==> src/rtl/jcc_pkg.sv <==
// ----------------------------------------------------------------------------
// jcc_pkg: shared types and tables for the japanese character classifier
// class codes, match vector and result types, constant code point sets
// ----------------------------------------------------------------------------
package jcc_pkg;

    // field widths
    localparam int CP_W  = 21;
    localparam int CLS_W = 5;

    typedef logic [CP_W-1:0]  cp_t;
    typedef logic [CLS_W-1:0] cls_t;
    typedef logic [15:0]      bmp_t;

    // primary class codes
    localparam cls_t CLS_SPACE        = 5'd0;
    localparam cls_t CLS_IDEO_PUNC    = 5'd1;
    localparam cls_t CLS_SYMBOL       = 5'd2;
    localparam cls_t CLS_HIRAGANA     = 5'd3;
    localparam cls_t CLS_KATAKANA     = 5'd4;
    localparam cls_t CLS_FULL_KANA    = 5'd5;
    localparam cls_t CLS_HANKAKU      = 5'd6;
    localparam cls_t CLS_MIDDLE_DOT   = 5'd7;
    localparam cls_t CLS_COMMA        = 5'd8;
    localparam cls_t CLS_SLASH        = 5'd9;
    localparam cls_t CLS_COLON        = 5'd10;
    localparam cls_t CLS_PERIOD       = 5'd11;
    localparam cls_t CLS_FIGURE       = 5'd12;
    localparam cls_t CLS_KANJI_FIGURE = 5'd13;
    localparam cls_t CLS_FIGURE_EXC   = 5'd14;
    localparam cls_t CLS_ALPH         = 5'd15;
    localparam cls_t CLS_KANJI        = 5'd16;
    localparam cls_t CLS_BRACKET      = 5'd17;

    // one bit per test, before priority is applied
    typedef struct packed {
        logic space;
        logic ideo_punc;
        logic era;
        logic hiragana;
        logic katakana;
        logic tiny_kana;
        logic full_choon;
        logic half_choon;
        logic hankaku;
        logic mid_dot;
        logic comma;
        logic slash;
        logic colon;
        logic period;
        logic figure;
        logic kanji_fig;
        logic place_digit;
        logic figure_exc;
        logic alph;
        logic kanji;
        logic bracket;
    } match_t;

    // one classified transaction
    typedef struct packed {
        cls_t primary_class;
        logic era_mark;
        logic tiny_kana;
        logic choon_mark;
        logic kanji_also;
        logic place_value;
    } result_t;

    // constant sets, all inside the basic multilingual plane
    localparam int SPACE_N   = 8;
    localparam int SMALL_N   = 24;
    localparam int KFIG_N    = 12;
    localparam int PLACE_N   = 6;
    localparam int BRACKET_N = 120;

    localparam bmp_t SPACE_ROM [SPACE_N] = '{
        16'h0020, 16'h3000, 16'h00A0, 16'h1680, 16'h180E, 16'h202F, 16'h205F, 16'hFEFF};

    localparam bmp_t SMALL_ROM [SMALL_N] = '{
        16'h3041, 16'h3043, 16'h3045, 16'h3047, 16'h3049, 16'h3063, 16'h3083, 16'h3085,
        16'h3087, 16'h308E, 16'h3095, 16'h3096, 16'h30A1, 16'h30A3, 16'h30A5, 16'h30A7,
        16'h30A9, 16'h30C3, 16'h30E3, 16'h30E5, 16'h30E7, 16'h30EE, 16'h30F5, 16'h30F6};

    localparam bmp_t KFIG_ROM [KFIG_N] = '{
        16'h25CB, 16'h3007, 16'h96F6, 16'h4E00, 16'h4E8C, 16'h4E09,
        16'h56DB, 16'h4E94, 16'h516D, 16'h4E03, 16'h516B, 16'h4E5D};

    localparam bmp_t PLACE_ROM [PLACE_N] = '{
        16'h5341, 16'h767E, 16'h5343, 16'h4E07, 16'h5104, 16'h5146};

    localparam bmp_t BRACKET_ROM [BRACKET_N] = '{
        16'h0028, 16'h0029, 16'h005B, 16'h005D, 16'h007B, 16'h007D, 16'h0F3A, 16'h0F3B,
        16'h0F3C, 16'h0F3D, 16'h169B, 16'h169C, 16'h2045, 16'h2046, 16'h207D, 16'h207E,
        16'h208D, 16'h208E, 16'h2308, 16'h2309, 16'h230A, 16'h230B, 16'h2329, 16'h232A,
        16'h2768, 16'h2769, 16'h276A, 16'h276B, 16'h276C, 16'h276D, 16'h276E, 16'h276F,
        16'h2770, 16'h2771, 16'h2772, 16'h2773, 16'h2774, 16'h2775, 16'h27C5, 16'h27C6,
        16'h27E6, 16'h27E7, 16'h27E8, 16'h27E9, 16'h27EA, 16'h27EB, 16'h27EC, 16'h27ED,
        16'h27EE, 16'h27EF, 16'h2983, 16'h2984, 16'h2985, 16'h2986, 16'h2987, 16'h2988,
        16'h2989, 16'h298A, 16'h298B, 16'h298C, 16'h298D, 16'h2990, 16'h298F, 16'h298E,
        16'h2991, 16'h2992, 16'h2993, 16'h2994, 16'h2995, 16'h2996, 16'h2997, 16'h2998,
        16'h29D8, 16'h29D9, 16'h29DA, 16'h29DB, 16'h29FC, 16'h29FD, 16'h2E22, 16'h2E23,
        16'h2E24, 16'h2E25, 16'h2E26, 16'h2E27, 16'h2E28, 16'h2E29, 16'h3008, 16'h3009,
        16'h300A, 16'h300B, 16'h300C, 16'h300D, 16'h300E, 16'h300F, 16'h3010, 16'h3011,
        16'h3014, 16'h3015, 16'h3016, 16'h3017, 16'h3018, 16'h3019, 16'h301A, 16'h301B,
        16'hFE59, 16'hFE5A, 16'hFE5B, 16'hFE5C, 16'hFE5D, 16'hFE5E, 16'hFF08, 16'hFF09,
        16'hFF3B, 16'hFF3D, 16'hFF5B, 16'hFF5D, 16'hFF5F, 16'hFF60, 16'hFF62, 16'hFF63};

    // set membership, each entry compared in parallel
    function automatic logic in_space(input cp_t c);
        logic hit;
        hit = 1'b0;
        for (int i = 0; i < SPACE_N; i++)
        begin
            if (c == {5'd0, SPACE_ROM[i]})
            begin
                hit = 1'b1;
            end
        end
        return hit;
    endfunction

    function automatic logic in_small(input cp_t c);
        logic hit;
        hit = 1'b0;
        for (int i = 0; i < SMALL_N; i++)
        begin
            if (c == {5'd0, SMALL_ROM[i]})
            begin
                hit = 1'b1;
            end
        end
        return hit;
    endfunction

    function automatic logic in_kfig(input cp_t c);
        logic hit;
        hit = 1'b0;
        for (int i = 0; i < KFIG_N; i++)
        begin
            if (c == {5'd0, KFIG_ROM[i]})
            begin
                hit = 1'b1;
            end
        end
        return hit;
    endfunction

    function automatic logic in_place(input cp_t c);
        logic hit;
        hit = 1'b0;
        for (int i = 0; i < PLACE_N; i++)
        begin
            if (c == {5'd0, PLACE_ROM[i]})
            begin
                hit = 1'b1;
            end
        end
        return hit;
    endfunction

    function automatic logic in_bracket(input cp_t c);
        logic hit;
        hit = 1'b0;
        for (int i = 0; i < BRACKET_N; i++)
        begin
            if (c == {5'd0, BRACKET_ROM[i]})
            begin
                hit = 1'b1;
            end
        end
        return hit;
    endfunction

endpackage

==> src/rtl/jcc_match.sv <==
// ----------------------------------------------------------------------------
// jcc_match: per-test comparators
// evaluates every range and set test on one code point, no priority yet
// ----------------------------------------------------------------------------
module jcc_match
(
    input  jcc_pkg::cp_t    cp,
    output jcc_pkg::match_t hits
);

    // range and equality tests
    always_comb
    begin
        hits.space       = jcc_pkg::in_space(cp) || (cp >= 21'h2000 && cp <= 21'h200B);
        hits.ideo_punc   = (cp > 21'h3000) && (cp < 21'h3003);
        hits.era         = (cp >= 21'h337B) && (cp <= 21'h337E);
        hits.hiragana    = (cp >= 21'h3040) && (cp <= 21'h309F);
        hits.katakana    = (cp >= 21'h30A0 && cp <= 21'h30FA) ||
                           (cp >= 21'h30FD && cp <= 21'h30FF);
        hits.tiny_kana   = jcc_pkg::in_small(cp);
        hits.full_choon  = (cp == 21'h30FC) || (cp == 21'h301C) ||
                           (cp == 21'hFF5E) || (cp == 21'h223C);
        hits.half_choon  = (cp == 21'hFF70);
        hits.hankaku     = (cp >= 21'hFF66) && (cp <= 21'hFF9F);
        hits.mid_dot     = (cp == 21'h00B7) || (cp == 21'h30FB);
        hits.comma       = (cp == 21'h002C) || (cp == 21'hFF0C);
        hits.slash       = (cp == 21'h002F) || (cp == 21'hFF0F);
        hits.colon       = (cp == 21'h003A) || (cp == 21'hFF1A);
        hits.period      = (cp == 21'hFF0E);
        hits.figure      = (cp >= 21'h0030 && cp <= 21'h0039) ||
                           (cp >= 21'hFF10 && cp <= 21'hFF19);
        hits.kanji_fig   = jcc_pkg::in_kfig(cp);
        hits.place_digit = jcc_pkg::in_place(cp);
        hits.figure_exc  = (cp == 21'h6570) || (cp == 21'h4F55) || (cp == 21'h5E7E);
        hits.alph        = (cp >= 21'h0041 && cp <= 21'h005A) ||
                           (cp >= 21'h0061 && cp <= 21'h007A) ||
                           (cp >= 21'h00C0 && cp <= 21'h00FF) ||
                           (cp >= 21'hFF21 && cp <= 21'hFF3A) ||
                           (cp >= 21'hFF41 && cp <= 21'hFF5A);
        hits.kanji       = (cp > 21'h4DFF && cp < 21'hA000) ||
                           (cp == 21'h3005) || (cp == 21'h3007);
        hits.bracket     = jcc_pkg::in_bracket(cp);
    end

endmodule

==> src/rtl/jcc_resolve.sv <==
// ----------------------------------------------------------------------------
// jcc_resolve: priority resolution
// picks the first matching test and builds the class and modifier flags
// ----------------------------------------------------------------------------
module jcc_resolve
(
    input  jcc_pkg::match_t  hits,
    output jcc_pkg::result_t res
);

    // first match wins, flags follow the winning test only
    always_comb
    begin
        res = '0;
        res.primary_class = jcc_pkg::CLS_SYMBOL;
        if (hits.space)
        begin
            res.primary_class = jcc_pkg::CLS_SPACE;
        end
        else if (hits.ideo_punc)
        begin
            res.primary_class = jcc_pkg::CLS_IDEO_PUNC;
        end
        else if (hits.era)
        begin
            res.primary_class = jcc_pkg::CLS_SYMBOL;
            res.era_mark      = 1'b1;
        end
        else if (hits.hiragana)
        begin
            res.primary_class = jcc_pkg::CLS_HIRAGANA;
            res.tiny_kana     = hits.tiny_kana;
        end
        else if (hits.katakana)
        begin
            res.primary_class = jcc_pkg::CLS_KATAKANA;
            res.tiny_kana     = hits.tiny_kana;
        end
        else if (hits.full_choon)
        begin
            res.primary_class = jcc_pkg::CLS_FULL_KANA;
            res.choon_mark    = 1'b1;
        end
        else if (hits.half_choon)
        begin
            res.primary_class = jcc_pkg::CLS_HANKAKU;
            res.choon_mark    = 1'b1;
        end
        else if (hits.hankaku)
        begin
            res.primary_class = jcc_pkg::CLS_HANKAKU;
        end
        else if (hits.mid_dot)
        begin
            res.primary_class = jcc_pkg::CLS_MIDDLE_DOT;
        end
        else if (hits.comma)
        begin
            res.primary_class = jcc_pkg::CLS_COMMA;
        end
        else if (hits.slash)
        begin
            res.primary_class = jcc_pkg::CLS_SLASH;
        end
        else if (hits.colon)
        begin
            res.primary_class = jcc_pkg::CLS_COLON;
        end
        else if (hits.period)
        begin
            res.primary_class = jcc_pkg::CLS_PERIOD;
        end
        else if (hits.figure)
        begin
            res.primary_class = jcc_pkg::CLS_FIGURE;
        end
        else if (hits.kanji_fig)
        begin
            res.primary_class = jcc_pkg::CLS_KANJI_FIGURE;
            res.kanji_also    = 1'b1;
        end
        else if (hits.place_digit)
        begin
            res.primary_class = jcc_pkg::CLS_KANJI_FIGURE;
            res.place_value   = 1'b1;
        end
        else if (hits.figure_exc)
        begin
            res.primary_class = jcc_pkg::CLS_FIGURE_EXC;
            res.kanji_also    = 1'b1;
        end
        else if (hits.alph)
        begin
            res.primary_class = jcc_pkg::CLS_ALPH;
        end
        else if (hits.kanji)
        begin
            res.primary_class = jcc_pkg::CLS_KANJI;
        end
        else if (hits.bracket)
        begin
            res.primary_class = jcc_pkg::CLS_BRACKET;
        end
    end

endmodule

==> src/rtl/japanese_char_classifier_top.sv <==
// ----------------------------------------------------------------------------
// japanese_char_classifier_top: code point classifier for japanese text
// throughput: one transaction per cycle while out_stall is low, three-stage pipeline
// stages: input register, comparator register, priority/output register
// stalls: each stage holds its data while blocked, bubbles are squeezed out
// reset: rst_n asynchronous active low clears all stage valid bits
// ----------------------------------------------------------------------------
module japanese_char_classifier_top
(
    input  logic                    clk,
    input  logic                    rst_n,
    input  logic                    in_valid,
    output logic                    in_stall,
    input  jcc_pkg::cp_t            code_point,
    output logic                    out_valid,
    input  logic                    out_stall,
    output jcc_pkg::cls_t           primary_class,
    output logic                    era_mark,
    output logic                    tiny_kana,
    output logic                    choon_mark,
    output logic                    kanji_also,
    output logic                    place_value
);

    logic             s1_valid_reg;
    logic             s2_valid_reg;
    logic             s3_valid_reg;
    jcc_pkg::cp_t     s1_cp_reg;
    jcc_pkg::match_t  s2_hits_reg;
    jcc_pkg::match_t  s2_hits_next;
    jcc_pkg::result_t s3_res_reg;
    jcc_pkg::result_t s3_res_next;
    logic             s1_adv;
    logic             s2_adv;
    logic             s3_adv;

    // per-stage advance: a stage moves when empty or when its successor moves
    assign s3_adv   = !s3_valid_reg || !out_stall;
    assign s2_adv   = !s2_valid_reg || s3_adv;
    assign s1_adv   = !s1_valid_reg || s2_adv;
    assign in_stall = !s1_adv;

    // comparators between stage 1 and stage 2
    jcc_match u_match
    (
        .cp   (s1_cp_reg),
        .hits (s2_hits_next)
    );

    // priority between stage 2 and stage 3
    jcc_resolve u_resolve
    (
        .hits (s2_hits_reg),
        .res  (s3_res_next)
    );

    // valid bits
    always_ff @(posedge clk or negedge rst_n)
    begin
        if (!rst_n)
        begin
            s1_valid_reg <= 1'b0;
            s2_valid_reg <= 1'b0;
            s3_valid_reg <= 1'b0;
        end
        else
        begin
            if (s1_adv)
            begin
                s1_valid_reg <= in_valid;
            end
            if (s2_adv)
            begin
                s2_valid_reg <= s1_valid_reg;
            end
            if (s3_adv)
            begin
                s3_valid_reg <= s2_valid_reg;
            end
        end
    end

    // payload registers
    always_ff @(posedge clk)
    begin
        if (s1_adv)
        begin
            s1_cp_reg <= code_point;
        end
        if (s2_adv)
        begin
            s2_hits_reg <= s2_hits_next;
        end
        if (s3_adv)
        begin
            s3_res_reg <= s3_res_next;
        end
    end

    // outputs
    assign out_valid     = s3_valid_reg;
    assign primary_class = s3_res_reg.primary_class;
    assign era_mark      = s3_res_reg.era_mark;
    assign tiny_kana     = s3_res_reg.tiny_kana;
    assign choon_mark    = s3_res_reg.choon_mark;
    assign kanji_also    = s3_res_reg.kanji_also;
    assign place_value   = s3_res_reg.place_value;

    // input stall only when every stage is full and the output is blocked
    a_stall_full: assert property (@(posedge clk) disable iff (!rst_n)
        in_stall |-> (s1_valid_reg && s2_valid_reg && s3_valid_reg && out_stall))
        else $error("input stalled while the pipeline has room");

    // era flag only on symbol class
    a_era_cls: assert property (@(posedge clk) disable iff (!rst_n)
        (out_valid && era_mark) |-> (primary_class == jcc_pkg::CLS_SYMBOL))
        else $error("era flag on a non-symbol class");

    // small kana flag only on kana classes
    a_tiny_cls: assert property (@(posedge clk) disable iff (!rst_n)
        (out_valid && tiny_kana) |->
        (primary_class == jcc_pkg::CLS_HIRAGANA || primary_class == jcc_pkg::CLS_KATAKANA))
        else $error("small kana flag on a non-kana class");

    // prolonged sound flag only on kana family or half-width classes
    a_choon_cls: assert property (@(posedge clk) disable iff (!rst_n)
        (out_valid && choon_mark) |->
        (primary_class == jcc_pkg::CLS_FULL_KANA || primary_class == jcc_pkg::CLS_HANKAKU))
        else $error("prolonged sound flag on an unexpected class");

endmodule

==> config.mk <==
export PLATFORM = sky130hd
export DESIGN_NAME = japanese_char_classifier_top
export DESIGN_NICKNAME = d
export VERILOG_FILES = /design/src/rtl/jcc_pkg.sv /design/src/rtl/jcc_match.sv /design/src/rtl/jcc_resolve.sv /design/src/rtl/japanese_char_classifier_top.sv
export SDC_FILE = /design/constraint.sdc
export NUM_CORES = 1
export LEC_CHECK = 0
export ABC_AREA = 1
export BUFFER_PORTS_ARGS = -buffer_cell sky130_fd_sc_hd__buf_2
export CAP_MARGIN = 10
export CELL_PAD_IN_SITES_DETAIL_PLACEMENT = 0
export CELL_PAD_IN_SITES_GLOBAL_PLACEMENT = 2
export CORE_UTILIZATION = 34
export CTS_CLUSTER_SIZE = 16
export DETAILED_ROUTE_END_ITERATION = 12
export PLACE_DENSITY_LB_ADDON = 0.1
export SYNTH_ARGS = -nofsm -noshare
export SYNTH_HDL_FRONTEND = slang
export SYNTH_SLANG_ARGS = --single-unit
==> constraint.sdc <==
create_clock -name clk -period 2.9 [get_ports clk]
set_clock_uncertainty 0.1 [all_clocks]
set_input_delay 0.145 -clock clk [delete_from_list [all_inputs] [get_ports clk]]
set_output_delay 0.145 -clock clk [all_outputs]
set_load 0.05 [all_outputs]
==> flow_summary.json <==
{
  "outcome": "finished, violations left",
  "violations": "DRC",
  "clock.fmax_mhz": 395,
  "postCtsSetupBuffers": 0,
  "gr-usage-met1_pct": 32.1,
  "syn_nets": 588,
  "synth-edff-count": 52,
  "drive_gt1_share_pct": 16.5,
  "gp_congestion": 0.981,
  "final_common_cell": "nand2_1",
  "met3_usage_pct": 5.03,
  "holdWs_ps": 53.3,
  "hold_violations": 0,
  "grt_pass1_vias": 4320,
  "yosysSeqAreaShare_pct": 40.4,
  "clock_latency_ps": 310,
  "grt-busiest-layer": "met2",
  "syn2layout_area_growth_pct": 19.4,
  "die_h_um": 111,
  "end_kind": "register",
  "wl_um": 15700,
  "cts_max_path_buffers": 2,
  "start_kind": "register",
  "drc": 4,
  "grt_max_degree": 23,
  "first_pass_iters": 9,
  "rsz0062_at_grt": "false",
  "dieArea_sq_um": 12300,
  "worst_slack_ps": 370,
  "coreArea_sq_um": 11500,
  "slew_viol_final": 0,
  "grt_use_total_pct": 26.5,
  "rows": 39,
  "ioPinCount": 37,
  "avgSynthCellArea_sq_um": 7.19,
  "synth_cell_types": 41,
  "arrival_ps": 2490,
  "path_clk_slew_ps": 80,
  "peakVddDrop_uv": 218,
  "cp_common_cell": "nand2_1",
  "leakage_nw": 2.06,
  "grt_use_met2_pct": 44.1,
  "maxCapViolCount": 0,
  "worstMarginPinSlew_ps": 832,
  "via_count": 4347,
  "syn_area_sq_um": 4050,
  "wl_per_cell_um": 20.2,
  "cp_max_fo": 9,
  "powerDensity_nw_per_um2": 445,
  "crit_family": "simple AND/OR/NAND/NOR gates",
  "synthArstFlopShare_pct": 5.45,
  "antenna_found_initial": 0,
  "synth_warnings": 0,
  "period_minus_slack_ps": 2530,
  "p_total_w": 0.00215,
  "setup_viol": 0,
  "max_stage_delay_ps": 590,
  "initial_utilization_pct": 35.1,
  "diodes": 0,
  "critPathKind": "reg -> reg",
  "layout_common_cells": "120 x nand2_1, 84 x nor2_1, 70 x inv_1, 52 x edfxtp_1, 42 x nand3_1",
  "yosys_most_used_dff": "edfxtp_1",
  "hold_path.class": "in -> async",
  "place_ws_ps": 442,
  "finalCritPeriodShare_pct": 87.2,
  "ctsResizeCount": 0,
  "drtIter0Drc": 425,
  "fin_nets": 660,
  "drtAntennaViolNets": 0,
  "detailed_place_hpwl_um": 12900,
  "numClockSinks": 55,
  "cp_slowest_cell": "edfxtp_1",
  "worstPathRequired_ps": 2860,
  "fp.dieW_um": 111,
  "cts_buffers": 5,
  "final_cells": 779,
  "synthCells": 563,
  "io_buffers": 36,
  "cp_cell_sequence": "nand2_2 -> inv_2 -> nand2_1 -> nand2_1 -> o31ai_1 -> nand3_1 -> nand3_1 -> nand2_1 -> nand2_1 -> nand2_1 -> nand2_1 -> nand2_1",
  "worst-path-buf-inv": 1,
  "grt-ovfl-total": 0,
  "max-slew-margin-rel_pct": 44.5,
  "htree_levels": 2,
  "cts_tree": "done",
  "dp_cells": 748,
  "grt_pass1_wl_um": 24200,
  "synth_seq_cells": 55,
  "finalSetupTns_ps": 0,
  "avgViaCountPerCell": 5.58,
  "clockRootBuffer": "clkbuf_16"
}
[per-stage QoR]
step                util, %  instance area (sq um)
detailed placement     38.6                   4450
global route           42.0                   4830
finish                 42.0                   4830
CTS                    42.0                   4830
floorplan                 -                   4050
global placement       38.6                   4450
[metal layers]
| layer | wire, um | vias to the layer above |
|---|---|---|
| met5 | 0 | - |
| li1 | - | 2052 |
| met1 | 6280 | 2023 |
| met3 | 1190 | 50 |
| met4 | 779 | 0 |
| met2 | 7450 | 222 |
[worst paths after layout]
kind	startpoint	to	slack [ps]	cells after the start
setup / recovery	s1_cp_reg[0]	s2_hits_reg[0]	370	12
hold / removal	rst_n	s1_valid_reg	50	2
setup reg to reg	s1_cp_reg[0]	s2_hits_reg[0]	370	12
hold reg to reg	s2_valid_reg	out_valid	360	2
max in group asynchronous	rst_n	out_valid	2540	2
min in group clk	out_stall	out_valid	130	4
[cell families (layout without fill, tap and decap cells)]
family	after synthesis	count (layout)	share of synthesized area [%]
simple gates	315	315	35.3
buf+inv	99	172	9.95
flops	55	55	40.4
compound gates	94	94	14.3
[timing repair]
item | CTS | global route
endpoints found under the setup margin | 0 | 0
hold buffers | 23 | 0
endpoints found under the hold margin | 25 | 0
[power breakdown]
group	leakage (nW)	internal (W)	total (W)	switching, W
sequential	0.582	0.000953	0.00102	0.0000642
combinational	1.40	0.000135	0.000506	0.000371
clock	0.0719	0.000328	0.000628	0.000300
total	2.06	0.00142	0.00215	0.000735
[Yosys cell counts, types with 2 or more instances]
cell | instances | area (sq um)
nand2_1 | 120 | 450
nor2_1 | 85 | 319
inv_1 | 70 | 263
edfxtp_1 | 52 | 1560
nand3_1 | 42 | 210
o21ai_0 | 29 | 145
inv_2 | 22 | 82.6
nor3_1 | 22 | 110
a21oi_1 | 17 | 85.1
nand4_1 | 13 | 81.3
a31oi_1 | 9 | 56.3
nand2_2 | 8 | 50.1
nor2_2 | 8 | 50.1
o21ai_1 | 8 | 40.0
o211ai_1 | 7 | 52.6
nor4_1 | 6 | 37.5
buf_4 | 4 | 30.0
nor2_4 | 4 | 45.0
a211oi_1 | 3 | 22.5
dfrtp_1 | 3 | 75.1
o21a_1 | 3 | 22.5
o31ai_1 | 3 | 22.5
o41ai_1 | 3 | 26.3
a311oi_1 | 2 | 17.5
buf_6 | 2 | 22.5
o311ai_0 | 2 | 17.5
o32ai_1 | 2 | 17.5
[final cells by class]
class / count / area [sq um]
Tap cell: 143 / 179
Fill cell: 1210 / 6680
Sequential cell: 55 / 1640
Clock buffer: 5 / 125
Timing Repair Buffer: 72 / 508
Multi-Input combinational cell: 409 / 2010
Clock inverter: 3 / 27.5
Inverter: 92 / 345
(Power assumes the default switching activity.)
